$ cat src/espc_pkg.sv
// espc_pkg: shared types, codes and constants of the encoder pi speed controller
// used by every module of the block; depends on nothing

package espc_pkg;

    localparam int CAPTURE_WIDTH = 16;
    localparam logic [31:0] CAP_MASK = 32'((64'd1 << CAPTURE_WIDTH) - 64'd1);

    localparam logic [7:0] KICK_DUTY = 8'd250;

    // divider: magnitude of the pi sum fits in 49 bits
    localparam int DIV_W = 49;
    localparam int STEP_W = 6;
    localparam logic [STEP_W-1:0] SPEED_STEPS = STEP_W'(32);
    localparam logic [STEP_W-1:0] DRIVE_STEPS = STEP_W'(DIV_W);

    localparam logic [1:0] OP_EDGE = 2'd0;
    localparam logic [1:0] OP_OVF  = 2'd1;
    localparam logic [1:0] OP_TICK = 2'd2;
    localparam logic [1:0] OP_CMD  = 2'd3;

    localparam logic [1:0] DIR_FWD   = 2'd0;
    localparam logic [1:0] DIR_REV   = 2'd1;
    localparam logic [1:0] DIR_BRAKE = 2'd2;
    localparam logic [1:0] DIR_KEEP  = 2'd3;

    localparam logic [1:0] BR_FWD   = 2'd1;
    localparam logic [1:0] BR_REV   = 2'd2;
    localparam logic [1:0] BR_BRAKE = 2'd3;

    localparam logic [2:0] CFG_SCALE  = 3'd0;
    localparam logic [2:0] CFG_SGAIN  = 3'd1;
    localparam logic [2:0] CFG_PGAIN  = 3'd2;
    localparam logic [2:0] CFG_IGAIN  = 3'd3;
    localparam logic [2:0] CFG_DIV    = 3'd4;
    localparam logic [2:0] CFG_WINDOW = 3'd5;
    localparam logic [2:0] CFG_DMAX   = 3'd6;
    localparam logic [2:0] CFG_DMIN   = 3'd7;

    typedef enum logic [1:0] {
        PH_WAIT = 2'd0,
        PH_FALL = 2'd1,
        PH_RISE = 2'd2
    } t_phase;

    typedef enum logic [3:0] {
        S_IDLE,
        S_SPEED,
        S_ERR,
        S_WIN,
        S_MUL,
        S_SUM,
        S_NEG,
        S_DRIVE,
        S_CLAMP,
        S_EMIT
    } t_state;

    typedef struct packed {
        logic accept;
        logic div_start;
        logic div_drive;
        logic err_en;
        logic win_en;
        logic mul_en;
        logic sum_en;
        logic clamp_en;
        logic out_load;
    } t_dp_cmd;

    typedef struct packed {
        logic div_busy;
        logic win_now;
    } t_dp_stat;

endpackage

$ cat src/espc_div.sv
// espc_div: restoring unsigned divider, one quotient bit per cycle
// uses espc_pkg for widths

module espc_div (
    input  logic                             i_clk,
    input  logic                             i_rst_n,
    input  logic                             i_start,
    input  logic [espc_pkg::STEP_W-1:0]      i_steps,
    input  logic [espc_pkg::DIV_W-1:0]       i_dividend,
    input  logic [31:0]                      i_divisor,
    output logic                             o_busy,
    output logic [espc_pkg::DIV_W-1:0]       o_quotient
);

    logic [espc_pkg::STEP_W-1:0] r_count;
    logic [espc_pkg::DIV_W-1:0]  r_dq;
    logic [31:0]                 r_rem;
    logic [31:0]                 r_div;
    logic [32:0]                 trial;
    logic [32:0]                 diff;
    logic                        ge;

    assign trial = {r_rem, r_dq[espc_pkg::DIV_W-1]};
    assign diff  = trial - {1'b0, r_div};
    assign ge    = trial >= {1'b0, r_div};

    always_ff @(posedge i_clk) begin
        if (!i_rst_n) begin
            r_count <= '0;
        end else if (i_start) begin
            r_count <= i_steps;
        end else if (r_count != '0) begin
            r_count <= r_count - 1'b1;
        end
    end

    always_ff @(posedge i_clk) begin
        if (i_start) begin
            r_dq  <= i_dividend;
            r_rem <= '0;
            r_div <= i_divisor;
        end else if (r_count != '0) begin
            r_rem <= ge ? diff[31:0] : trial[31:0];
            r_dq  <= {r_dq[espc_pkg::DIV_W-2:0], ge};
        end
    end

    assign o_busy     = r_count != '0;
    assign o_quotient = r_dq;

endmodule

$ cat src/espc_dp.sv
// espc_dp: datapath with config registers, encoder capture, pi arithmetic, result register
// uses espc_pkg and espc_div; driven by espc_ctrl commands

module espc_dp (
    input  logic                 i_clk,
    input  logic                 i_rst_n,
    input  espc_pkg::t_dp_cmd    i_cmd,
    output espc_pkg::t_dp_stat   o_stat,
    input  logic                 i_cfg_we,
    input  logic [2:0]           i_cfg_index,
    input  logic [31:0]          i_cfg_data,
    input  logic [1:0]           i_op,
    input  logic [15:0]          i_capture_time,
    input  logic [1:0]           i_direction_cmd,
    input  logic [7:0]           i_speed_cmd,
    output logic [7:0]           o_duty,
    output logic [1:0]           o_bridge_lines,
    output logic [31:0]          o_period,
    output logic [31:0]          o_speed_error,
    output logic                 o_in_window
);

    // config
    logic [31:0] r_scale;
    logic [15:0] r_sgain;
    logic [15:0] r_pgain;
    logic [15:0] r_igain;
    logic [15:0] r_gdiv;
    logic [30:0] r_window;
    logic [7:0]  r_dmax;
    logic [7:0]  r_dmin;

    // state
    espc_pkg::t_phase r_phase;
    logic [31:0]        r_last_rise;
    logic [15:0]        r_ovf;
    logic [31:0]        r_period;
    logic [23:0]        r_setpoint;
    logic signed [31:0] r_integral;
    logic [31:0]        r_last_err;
    logic [7:0]         r_duty;
    logic [1:0]         r_bridge;
    logic               r_win;

    // tick pipeline
    logic signed [32:0] r_err;
    logic signed [49:0] r_p1;
    logic signed [48:0] r_p2;
    logic signed [49:0] r_num;
    logic               r_neg;

    logic [31:0]                    cap32;
    logic [31:0]                    stamp;
    logic                           div_busy;
    logic [espc_pkg::DIV_W-1:0]     quot;
    logic [espc_pkg::DIV_W-1:0]     div_dividend;
    logic [31:0]                    div_divisor;
    logic [espc_pkg::STEP_W-1:0]    div_steps;
    logic [31:0]                    speed;
    logic [32:0]                    err_mag;
    logic                           win_now;
    logic                           err_pos;
    logic                           err_neg;
    logic                           integ_en;
    logic signed [33:0]             integ_sum;
    logic [31:0]                    integ_sat;
    logic [31:0]                    err_sat;
    logic signed [16:0]             pgain_s;
    logic signed [16:0]             igain_s;
    logic [49:0]                    num_abs;
    logic [31:0]                    gdiv_eff;
    logic [7:0]                     clamp_hi;
    logic [7:0]                     clamp_lo;

    assign cap32 = {16'd0, i_capture_time} & espc_pkg::CAP_MASK;
    assign stamp = (32'(r_ovf) << espc_pkg::CAPTURE_WIDTH) + cap32;

    always_ff @(posedge i_clk) begin
        if (!i_rst_n) begin
            r_scale  <= 32'd0;
            r_sgain  <= 16'd1;
            r_pgain  <= 16'd0;
            r_igain  <= 16'd0;
            r_gdiv   <= 16'd1;
            r_window <= 31'd0;
            r_dmax   <= 8'd255;
            r_dmin   <= 8'd0;
        end else if (i_cfg_we) begin
            unique case (i_cfg_index)
                espc_pkg::CFG_SCALE:  r_scale  <= i_cfg_data;
                espc_pkg::CFG_SGAIN:  r_sgain  <= i_cfg_data[15:0];
                espc_pkg::CFG_PGAIN:  r_pgain  <= i_cfg_data[15:0];
                espc_pkg::CFG_IGAIN:  r_igain  <= i_cfg_data[15:0];
                espc_pkg::CFG_DIV:    r_gdiv   <= i_cfg_data[15:0];
                espc_pkg::CFG_WINDOW: r_window <= i_cfg_data[30:0];
                espc_pkg::CFG_DMAX:   r_dmax   <= i_cfg_data[7:0];
                espc_pkg::CFG_DMIN:   r_dmin   <= i_cfg_data[7:0];
                default: ;
            endcase
        end
    end

    // shared divider: speed = scale / period, then |pi sum| / divisor
    assign num_abs      = r_num[49] ? 50'(-r_num) : 50'(r_num);
    assign gdiv_eff     = (r_gdiv == 16'd0) ? 32'd1 : {16'd0, r_gdiv};
    assign div_dividend = i_cmd.div_drive ? num_abs[espc_pkg::DIV_W-1:0]
                                          : {r_scale, 17'd0};
    assign div_divisor  = i_cmd.div_drive ? gdiv_eff : r_period;
    assign div_steps    = i_cmd.div_drive ? espc_pkg::DRIVE_STEPS : espc_pkg::SPEED_STEPS;

    espc_div u_div (
        .i_clk      (i_clk),
        .i_rst_n    (i_rst_n),
        .i_start    (i_cmd.div_start),
        .i_steps    (div_steps),
        .i_dividend (div_dividend),
        .i_divisor  (div_divisor),
        .o_busy     (div_busy),
        .o_quotient (quot)
    );

    assign speed = (r_period == 32'd0) ? 32'd0 : quot[31:0];

    // window test and integrator
    assign err_mag   = r_err[32] ? 33'(-r_err) : 33'(r_err);
    assign win_now   = err_mag < {2'b00, r_window};
    assign err_pos   = !r_err[32] && (r_err != '0);
    assign err_neg   = r_err[32];
    assign integ_en  = (err_pos && (r_duty < r_dmax)) || (err_neg && (r_duty > r_dmin));
    assign integ_sum = 34'(r_integral) + 34'(r_err);
    assign integ_sat = (integ_sum[33] == integ_sum[31]) ? integ_sum[31:0]
                     : (integ_sum[33] ? 32'h8000_0000 : 32'h7fff_ffff);
    assign err_sat   = (r_err[32] == r_err[31]) ? r_err[31:0]
                     : (r_err[32] ? 32'h8000_0000 : 32'h7fff_ffff);

    assign pgain_s = {1'b0, r_pgain};
    assign igain_s = {1'b0, r_igain};

    // clamp: max first, then min
    assign clamp_hi = ((|quot[espc_pkg::DIV_W-1:8]) || (quot[7:0] > r_dmax)) ? r_dmax
                                                                           : quot[7:0];
    assign clamp_lo = (clamp_hi < r_dmin) ? r_dmin : clamp_hi;

    always_ff @(posedge i_clk) begin
        if (!i_rst_n) begin
            r_phase     <= espc_pkg::PH_WAIT;
            r_last_rise <= 32'd0;
            r_ovf       <= 16'd0;
            r_period    <= 32'd0;
            r_setpoint  <= 24'd0;
            r_integral  <= 32'sd0;
            r_last_err  <= 32'd0;
            r_duty      <= 8'd0;
            r_bridge    <= espc_pkg::BR_BRAKE;
            r_win       <= 1'b0;
        end else begin
            if (i_cmd.accept) begin
                case (i_op)
                    espc_pkg::OP_EDGE: begin
                        case (r_phase)
                            espc_pkg::PH_FALL: begin
                                r_phase <= espc_pkg::PH_RISE;
                            end
                            espc_pkg::PH_RISE: begin
                                r_period    <= stamp - r_last_rise;
                                r_last_rise <= cap32;
                                r_ovf       <= 16'd0;
                                r_phase     <= espc_pkg::PH_FALL;
                            end
                            default: begin
                                r_last_rise <= cap32;
                                r_ovf       <= 16'd0;
                                r_phase     <= espc_pkg::PH_FALL;
                            end
                        endcase
                    end
                    espc_pkg::OP_OVF: begin
                        r_ovf <= r_ovf + 16'd1;
                    end
                    espc_pkg::OP_CMD: begin
                        case (i_direction_cmd)
                            espc_pkg::DIR_FWD:   r_bridge <= espc_pkg::BR_FWD;
                            espc_pkg::DIR_REV:   r_bridge <= espc_pkg::BR_REV;
                            espc_pkg::DIR_BRAKE: r_bridge <= espc_pkg::BR_BRAKE;
                            default: ;
                        endcase
                        r_setpoint <= 24'(i_speed_cmd) * 24'(r_sgain);
                        r_duty     <= espc_pkg::KICK_DUTY;
                    end
                    default: ;
                endcase
            end
            if (i_cmd.win_en) begin
                r_last_err <= err_sat;
                r_win      <= win_now;
                if (win_now && integ_en) begin
                    r_integral <= integ_sat;
                end
            end
            if (i_cmd.clamp_en) begin
                r_duty <= (r_neg && (|quot)) ? r_dmin : clamp_lo;
            end
        end
    end

    always_ff @(posedge i_clk) begin
        if (i_cmd.err_en) begin
            r_err <= $signed({9'd0, r_setpoint}) - $signed({1'b0, speed});
        end
        if (i_cmd.mul_en) begin
            r_p1 <= 50'(r_err) * 50'(pgain_s);
            r_p2 <= 49'(r_integral) * 49'(igain_s);
        end
        if (i_cmd.sum_en) begin
            r_num <= r_p1 + 50'(r_p2);
        end
        if (i_cmd.div_start && i_cmd.div_drive) begin
            r_neg <= r_num[49];
        end
    end

    always_ff @(posedge i_clk) begin
        if (i_cmd.out_load) begin
            o_duty         <= r_duty;
            o_bridge_lines <= r_bridge;
            o_period       <= r_period;
            o_speed_error  <= r_last_err;
            o_in_window    <= r_win;
        end
    end

    assign o_stat.div_busy = div_busy;
    assign o_stat.win_now  = win_now;

endmodule

$ cat src/espc_ctrl.sv
// espc_ctrl: sequencer for request handling, control tick steps and result hand-off
// uses espc_pkg; drives espc_dp through its command struct

module espc_ctrl (
    input  logic                 i_clk,
    input  logic                 i_rst_n,
    input  logic                 i_in_valid,
    output logic                 o_in_stall,
    input  logic [1:0]           i_op,
    output logic                 o_out_valid,
    input  logic                 i_out_stall,
    output espc_pkg::t_dp_cmd    o_cmd,
    input  espc_pkg::t_dp_stat   i_stat
);

    espc_pkg::t_state r_state;
    espc_pkg::t_state n_state;
    logic             r_out_valid;
    logic             n_out_valid;

    always_ff @(posedge i_clk) begin
        if (!i_rst_n) begin
            r_state     <= espc_pkg::S_IDLE;
            r_out_valid <= 1'b0;
        end else begin
            r_state     <= n_state;
            r_out_valid <= n_out_valid;
        end
    end

    always_comb begin
        n_state = r_state;
        o_cmd   = '0;
        unique case (r_state)
            espc_pkg::S_IDLE: begin
                if (i_in_valid) begin
                    o_cmd.accept = 1'b1;
                    if (i_op == espc_pkg::OP_TICK) begin
                        o_cmd.div_start = 1'b1;
                        n_state         = espc_pkg::S_SPEED;
                    end else begin
                        n_state = espc_pkg::S_EMIT;
                    end
                end
            end
            espc_pkg::S_SPEED: begin
                if (!i_stat.div_busy) begin
                    n_state = espc_pkg::S_ERR;
                end
            end
            espc_pkg::S_ERR: begin
                o_cmd.err_en = 1'b1;
                n_state      = espc_pkg::S_WIN;
            end
            espc_pkg::S_WIN: begin
                o_cmd.win_en = 1'b1;
                n_state      = i_stat.win_now ? espc_pkg::S_MUL : espc_pkg::S_EMIT;
            end
            espc_pkg::S_MUL: begin
                o_cmd.mul_en = 1'b1;
                n_state      = espc_pkg::S_SUM;
            end
            espc_pkg::S_SUM: begin
                o_cmd.sum_en = 1'b1;
                n_state      = espc_pkg::S_NEG;
            end
            espc_pkg::S_NEG: begin
                o_cmd.div_start = 1'b1;
                o_cmd.div_drive = 1'b1;
                n_state         = espc_pkg::S_DRIVE;
            end
            espc_pkg::S_DRIVE: begin
                o_cmd.div_drive = 1'b1;
                if (!i_stat.div_busy) begin
                    n_state = espc_pkg::S_CLAMP;
                end
            end
            espc_pkg::S_CLAMP: begin
                o_cmd.div_drive = 1'b1;
                o_cmd.clamp_en  = 1'b1;
                n_state         = espc_pkg::S_EMIT;
            end
            espc_pkg::S_EMIT: begin
                if (!r_out_valid || !i_out_stall) begin
                    o_cmd.out_load = 1'b1;
                    n_state        = espc_pkg::S_IDLE;
                end
            end
            default: begin
                n_state = espc_pkg::S_IDLE;
            end
        endcase
    end

    always_comb begin
        if (o_cmd.out_load) begin
            n_out_valid = 1'b1;
        end else begin
            n_out_valid = r_out_valid && i_out_stall;
        end
    end

    assign o_in_stall  = r_state != espc_pkg::S_IDLE;
    assign o_out_valid = r_out_valid;

endmodule

$ cat src/encoder_pi_speed_controller.sv
// One motor channel: encoder period capture, speed command and PI duty control. Every
// request gives one result holding duty, bridge lines, period, last error and window flag.
// Edge, overflow and command requests go from idle straight to the emit state. A control
// tick runs the speed division and, only with the error inside the window, the PI quotient
// division, on one shared bit-serial divider: 32 steps for speed, 49 for the PI quotient.
// A new request is taken while the previous result still waits in the output register; the
// next result then waits until that one is taken, and input stalls meanwhile.
// Configuration writes are accepted at any time but belong to idle periods.

module encoder_pi_speed_controller (
    input  logic        i_clk,
    input  logic        i_rst_n,
    input  logic        i_in_valid,
    output logic        o_in_stall,
    input  logic [1:0]  i_op,
    input  logic [15:0] i_capture_time,
    input  logic [1:0]  i_direction_cmd,
    input  logic [7:0]  i_speed_cmd,
    output logic        o_out_valid,
    input  logic        i_out_stall,
    output logic [7:0]  o_duty,
    output logic [1:0]  o_bridge_lines,
    output logic [31:0] o_period,
    output logic [31:0] o_speed_error,
    output logic        o_in_window,
    input  logic        i_cfg_valid,
    output logic        o_cfg_ready,
    input  logic [2:0]  i_cfg_index,
    input  logic [31:0] i_cfg_data
);

    espc_pkg::t_dp_cmd  cmd;
    espc_pkg::t_dp_stat stat;

    assign o_cfg_ready = 1'b1;

    espc_ctrl u_ctrl (
        .i_clk       (i_clk),
        .i_rst_n     (i_rst_n),
        .i_in_valid  (i_in_valid),
        .o_in_stall  (o_in_stall),
        .i_op        (i_op),
        .o_out_valid (o_out_valid),
        .i_out_stall (i_out_stall),
        .o_cmd       (cmd),
        .i_stat      (stat)
    );

    espc_dp u_dp (
        .i_clk           (i_clk),
        .i_rst_n         (i_rst_n),
        .i_cmd           (cmd),
        .o_stat          (stat),
        .i_cfg_we        (i_cfg_valid && o_cfg_ready),
        .i_cfg_index     (i_cfg_index),
        .i_cfg_data      (i_cfg_data),
        .i_op            (i_op),
        .i_capture_time  (i_capture_time),
        .i_direction_cmd (i_direction_cmd),
        .i_speed_cmd     (i_speed_cmd),
        .o_duty          (o_duty),
        .o_bridge_lines  (o_bridge_lines),
        .o_period        (o_period),
        .o_speed_error   (o_speed_error),
        .o_in_window     (o_in_window)
    );

`ifndef ASSERT_OFF
    a_busy_after_request: assert property (@(posedge i_clk) disable iff (!i_rst_n)
        (i_in_valid && !o_in_stall) |=> o_in_stall)
        else $error("no busy cycle after an accepted request");

    a_result_from_work: assert property (@(posedge i_clk) disable iff (!i_rst_n)
        $rose(o_out_valid) |-> $past(o_in_stall))
        else $error("result raised without a request in progress");

    a_bridge_driven: assert property (@(posedge i_clk) disable iff (!i_rst_n)
        o_out_valid |-> (|o_bridge_lines))
        else $error("bridge lines both off in a result");
`endif

endmodule

$ cat config.mk
export PLATFORM = sky130hd
export DESIGN_NAME = encoder_pi_speed_controller
export DESIGN_NICKNAME = d
export VERILOG_FILES = /design/src/espc_pkg.sv /design/src/espc_div.sv /design/src/espc_dp.sv /design/src/espc_ctrl.sv /design/src/encoder_pi_speed_controller.sv
export SDC_FILE = /design/constraint.sdc
export NUM_CORES = 2
export LEC_CHECK = 0
export ABC_CLOCK_PERIOD_IN_PS = 8800
export CAP_MARGIN = 20
export CORE_MARGIN = 4
export CORE_UTILIZATION = 67
export DETAILED_ROUTE_END_ITERATION = 8
export DONT_BUFFER_PORTS = 1
export GPL_ROUTABILITY_DRIVEN = 0
export PLACE_DENSITY = 0.85
export SYNTH_ARGS = -nofsm -noshare
export SYNTH_HDL_FRONTEND = slang
export SYNTH_HIERARCHICAL = 1
export SYNTH_SLANG_ARGS = --single-unit
$ cat constraint.sdc
create_clock -name i_clk -period 8.8 [get_ports i_clk]
set_input_delay 1.76 -clock i_clk [delete_from_list [all_inputs] [get_ports i_clk]]
set_output_delay 1.76 -clock i_clk [all_outputs]
set_load 0.05 [all_outputs]
Yosys cells after proc, flatten, opt, wreduce, memory -nomap -nowiden
Index checks and enable logic that the tools add are counted.
- $add $sub $neg: 10
- multipliers: 3
- order comparisons: 6
- equality and inequality tests: 30
- mux-type cells: 46
- bitwise logic cells: 1
- reductions and logical operators: 47
- operators by type and width (cell ; number):
    32-bit two-way mux ; 7
    49-bit two-way mux ; 4
    50-bit by 49-bit adder with 50-bit output ; 1
    33-bit by 17-bit multiplier with 50-bit output ; 1
    32-bit by 17-bit multiplier with 49-bit output ; 1
    49-bit negator ; 1
    49-bit OR reduction ; 1
    8-bit two-way mux ; 6
    41-bit OR reduction ; 1
    4-bit one-hot mux with 10 select lines ; 1
    32-bit by 33-bit adder with 34-bit output ; 1
    33-bit by 32-bit greater-or-equal comparator with 1-bit output ; 1
    33-bit by 31-bit < comparator with 1-bit output ; 1
    33-bit two-way mux ; 1
    33-bit negator ; 1
    33-bit nonzero test ; 1
    24-bit by 32-bit subtractor with 33-bit output ; 1
    32-bit by 16-bit adder with 32-bit output ; 1
    32-bit logical NOT ; 1
    16-bit two-way mux ; 2
    16-bit one-hot mux with 2 select lines ; 1
    32-bit by 16-bit subtractor with 32-bit output ; 1
    32-bit subtractor ; 1
    8-bit by 16-bit multiplier with 24-bit output ; 1
    other kinds (39) ; 104
- register bits: 690
- bits of input ports: 68
- output and inout bits: 78
- logic and storage cells: 177

Logic depth before layout (Yosys ltp)
- word-level depth: 7
- mapped depth: 27
- gate-level depth less buffers: 25

Hierarchy
Netlist, hierarchy kept.
- by module, submodules not included (module ; instances ; cells each ; area an instance (sq um) ; seq. area each (sq um)):
    espc_dp ; 1 ; 7837 ; 70277.4 ; 13913.3
    espc_div ; 1 ; 626 ; 6563.8 ; 3193.1
    espc_ctrl ; 1 ; 57 ; 426.7 ; 100.1
    encoder_pi_speed_controller ; 1 ; 2 ; 11.3 ; 0.0

Least setup slack after synthesis
OpenSTA, ideal clock, no wires.
- path kind: register to register
- start: reg u_dp.r_err[7]
- end: reg u_dp.r_p1[47], data pin
- setup time: 0.258 ns
- arrival time: 6.740 ns
- required time: 8.542 ns
- setup slack: 1.803 ns
- cell stages (with the launch flop): 28
- buffers on the path: 3
- period minus slack after synthesis: 6.997 ns
- cells stage by stage: edfxtp_1 -> clkbuf_1 -> clkbuf_1 -> nand2_1 -> fa_1 -> inv_1 -> fa_1 -> inv_1 -> fa_1 -> inv_1 -> fa_1 -> fa_1 -> inv_1 -> fa_1 -> inv_1 -> ha_1 -> clkbuf_1 -> nand4_1 -> nor4_1 -> nand2_1 -> a211oi_1 -> o2111ai_1 -> a211oi_1 -> a21oi_1 -> o31ai_1 -> a41oi_1 -> nor2b_1 -> xnor2_1
- longest elaborated chain between the ends: 1
- RTL lines (what ; RTL line ; RTL):
    from (decl) ; espc_dp.sv:46 ; logic signed [32:0] r_err;
    from (signal assigned) ; espc_dp.sv:208 ; r_err <= $signed({9'd0, r_setpoint}) - $signed({1'b0, speed});
    33-bit by 17-bit multiplier with 50-bit output ; espc_dp.sv:211 ; r_p1 <= 50'(r_err) * 50'(pgain_s);
    to (signal assigned) ; espc_dp.sv:211 ;
    to (decl) ; espc_dp.sv:47 ; logic signed [49:0] r_p1;
No other way between the ends.
A chain may end at the register's enable or synchronous reset.

Worst setup path after layout
- start: reg u_dp.r_pgain[2]
- end: reg u_dp.r_p1[47], data pin
- longest elaborated chain between the ends: 1
- RTL lines (what ; RTL line ; RTL):
    from (decl) ; espc_dp.sv:26 ; logic [15:0] r_pgain;
    from (signal assigned) ; espc_dp.sv:92 ; espc_pkg::CFG_PGAIN: r_pgain <= i_cfg_data[15:0];
    33-bit by 17-bit multiplier with 50-bit output ; espc_dp.sv:211 ;
No other way between the ends.

==> flow_summary.ini <==
[die]
coreArea_mm2 = 0.115
rows = 124
die_h_um = 348
ios = 146
initial_core_util_pct = 67.5
dieArea_mm2 = 0.121
dieWidth_um = 348

[final_layout]
nets = 9942
synthToLayoutAreaGrowth_pct = 4.84
drive_gt1_share_pct = 4.39
fill_cells = 8078
fin_area_mm2 = 0.0810

[worst_setup_path]
cp_slowest_stage_delay_ps = 1040
worst_setup_path_end_kind = register
cp_top_family = adder cells
cp_common_cell = fa_1
worstPathArrival_ps = 8470
crit_path_top_delay_cell = dfxtp_1
crit_type = reg -> reg
worstPathRequired_ps = 9230
start_kind = register
path_max_fanout = 24
cp_num_buf_inv = 4
cp_cell_sequence = buf_4 > nand2_1 > fa_1 > fa_1 > fa_1 > inv_1 > fa_1 > fa_1 > inv_1 > fa_1 > inv_1 > ha_1 > nand4_1 > nor4_1 > nand2_1 > a211oi_1 > o2111ai_1 > a211oi_1 > a21oi_1 > o31ai_1 > a41oi_1 > nor2b_1 > xnor2_1

[drt]
drcViolationCount = 0
num_vias = 60900
drtAntennaViolNets = 0
wl_um = 210000
drt-initial-drc-count = 6315
drt-pass1-iter-count = 7
wl_per_cell_um = 21.3
via_per_inst = 6.17

[synthesis]
ys.flop_type = dfxtp_1
ys_ff_latch = 690
synthDistinctLibCells = 98
asyncSetResetFlopFracSynth_pct = 0
synth.avg_cell_area_um2 = 9.07
yosysMostFrequentCell = inv_1
seq_area_frac_synth_pct = 22.3
synth_common_cells = inv_1, nand2_1, fa_1, and2_1, ha_1
postSynthCellCount = 8522
yosys_warnings = 6
synth_top_cell_by_area = fa_1
synth.top_cell.area_share_pct = 28.0
synth_edf_count = 339
netlist_area_mm2 = 0.0773
synth.area.top_cells = fa_1, edfxtp_1, dfxtp_1

[min_path]
hold_class = reg -> reg

[sta]
min_period_ps = 8040
finalSetupTns_ps = 0
fmax_ghz = 0.124
grt_setup_unrepaired = false
period_share_pct = 91.4
tightest_slew_ps = 1280
hold_viol_final = 0
setup_viol = 0
worst_slew_margin_rel_pct = 14.8
clock_skew_ps = 45.5
slew_viol_final = 0

[clock_tree]
cts.path.max_buffers = 3
path_clk_slew_ps = 70
cts_resized = 0
clock-sinks = 690
cts_setup_buffers = 0
cts_tree = yes
cts_root_buf = clkbuf_16
cts_buffers = 75
insertion_delay_ps = 680
cts_max_level = 3
holdBufCountCts = 0

[placement]
dp.final_hpwl_um = 160000
port_buffers = 0
place_area_mm2 = 0.0784

[global_routing]
grt_start_max_net_pins = 309
grt_pass1_wl_um = 334000
grt_overflow = 0
grt_pass1_vias = 62900
antenna_found_initial = 6
grt_util_all_layers_pct = 34.9

[job]
timing.max_cap.violations = 0

[pwr]
vdd_ir_drop_max_mv = 0.243
p_leak_uw = 0.0374
cellPowerDensity_mw_per_mm2 = 163

[outcome]
outcome = completed
[cells by family (layout without fill, tap and decap cells)]
logic type               Yosys count  in the layout  synth area share [%]
AO/OA/AOI/OAI                   1358           1358                  11.2
XOR/XNOR                         345            345                  3.91
adder cells (fa/ha/maj)         1607           1607                  36.4
buffers and inverters           1845           1674                  9.08
flip-flops                       690            690                  22.3
multiplexers                      89             89                  1.26
other                              3             15                0.0146
AND/OR/NAND/NOR                 2585           2585                  15.8
[routing by layer]
layer | vias up | share of wire, % | global-route usage (%)
met3 | 858 | 11 | 7.76
met2 | 3515 | 47 | 57.0
met5 | - | 0.012 | 0
li1 | 26700 | - | -
met4 | 4 | 6.6 | 20.1
met1 | 29900 | 36 | 43.1
[power breakdown]
group          total [uW]  switching (uW)  internal [uW]
combinational        5170            3270           1900
sequential           4780             763           4010
clock                3270            1430           1840
total               13200            5460           7750
[final cells by class]
class	count	area, um^2	area share [%]
flip-flops and latches	690	17200	21.2
multi-input cells	5989	53100	65.6
well taps	1512	1890	2.33
inverters	1426	5350	6.61
repair buffers	108	877	1.08
clock inverters	39	423	0.522
clock buffers	101	2110	2.60
diodes	10	25.0	0.0309
[state kept, by name, summed over array words and instances (netlist names), 33 cells and up]
signal,count
u_dp/r_err,33
u_dp/r_num,50
u_dp/r_p1,50
u_dp/r_p2,49
u_dp/u_div/o_quotient,49
[through the flow]
stage / setup slack [ps] / power [uW] / util, % / hold WS [ps] / cells
finish: 759 / 13200 / 70.8 / 416 / 9875
global route: 353 / 13800 / 70.7 / 436 / 9865
CTS: 867 / 13000 / 70.7 / 423 / 9860
detailed placement: 925 / 9700 / 68.4 / 411 / 9720
global placement: 1120 / 9520 / 68.4 / 409 / 9719
floorplan: 1800 / 8180 / - / 402 / 8524
[placed cells by master, fill, tap and decap left out, drive strengths merged, types with 47 or more instances in the layout]
cell,synthesis,routed
a21oi,373,373
o21ai,314,314
a21o,133,133
mux2,66,66
dfxtp,351,351
nor2,241,241
nand2b,56,56
fa,1081,1081
nor2b,65,65
xor2,142,142
edfxtp,339,339
buf,40,107
nand3,76,76
nor3,71,71
nand2,1343,1343
o31ai,47,47
and2,510,510
ha,503,503
inv,1425,1436
a21boi,175,175
clkbuf,379,102
xnor2,203,203
[path summary, 6_finish.rpt]
path	from	endpoint	slack, ps	cells past startpoint
hold reg to reg	u_dp/r_last_err[10]$_SDFFE_PN0P_	u_dp/o_speed_error[10]$_DFFE_PP_	420	0
hold / removal	u_dp/r_last_err[10]$_SDFFE_PN0P_	u_dp/o_speed_error[10]$_DFFE_PP_	420	0
setup reg to reg	u_dp/r_pgain[2]$_SDFFE_PN0P_	u_dp/r_p1[47]$_DFFE_PP_	760	23
setup / recovery	u_dp/r_pgain[2]$_SDFFE_PN0P_	u_dp/r_p1[47]$_DFFE_PP_	760	23
Power figures use the tool's default switching activity.
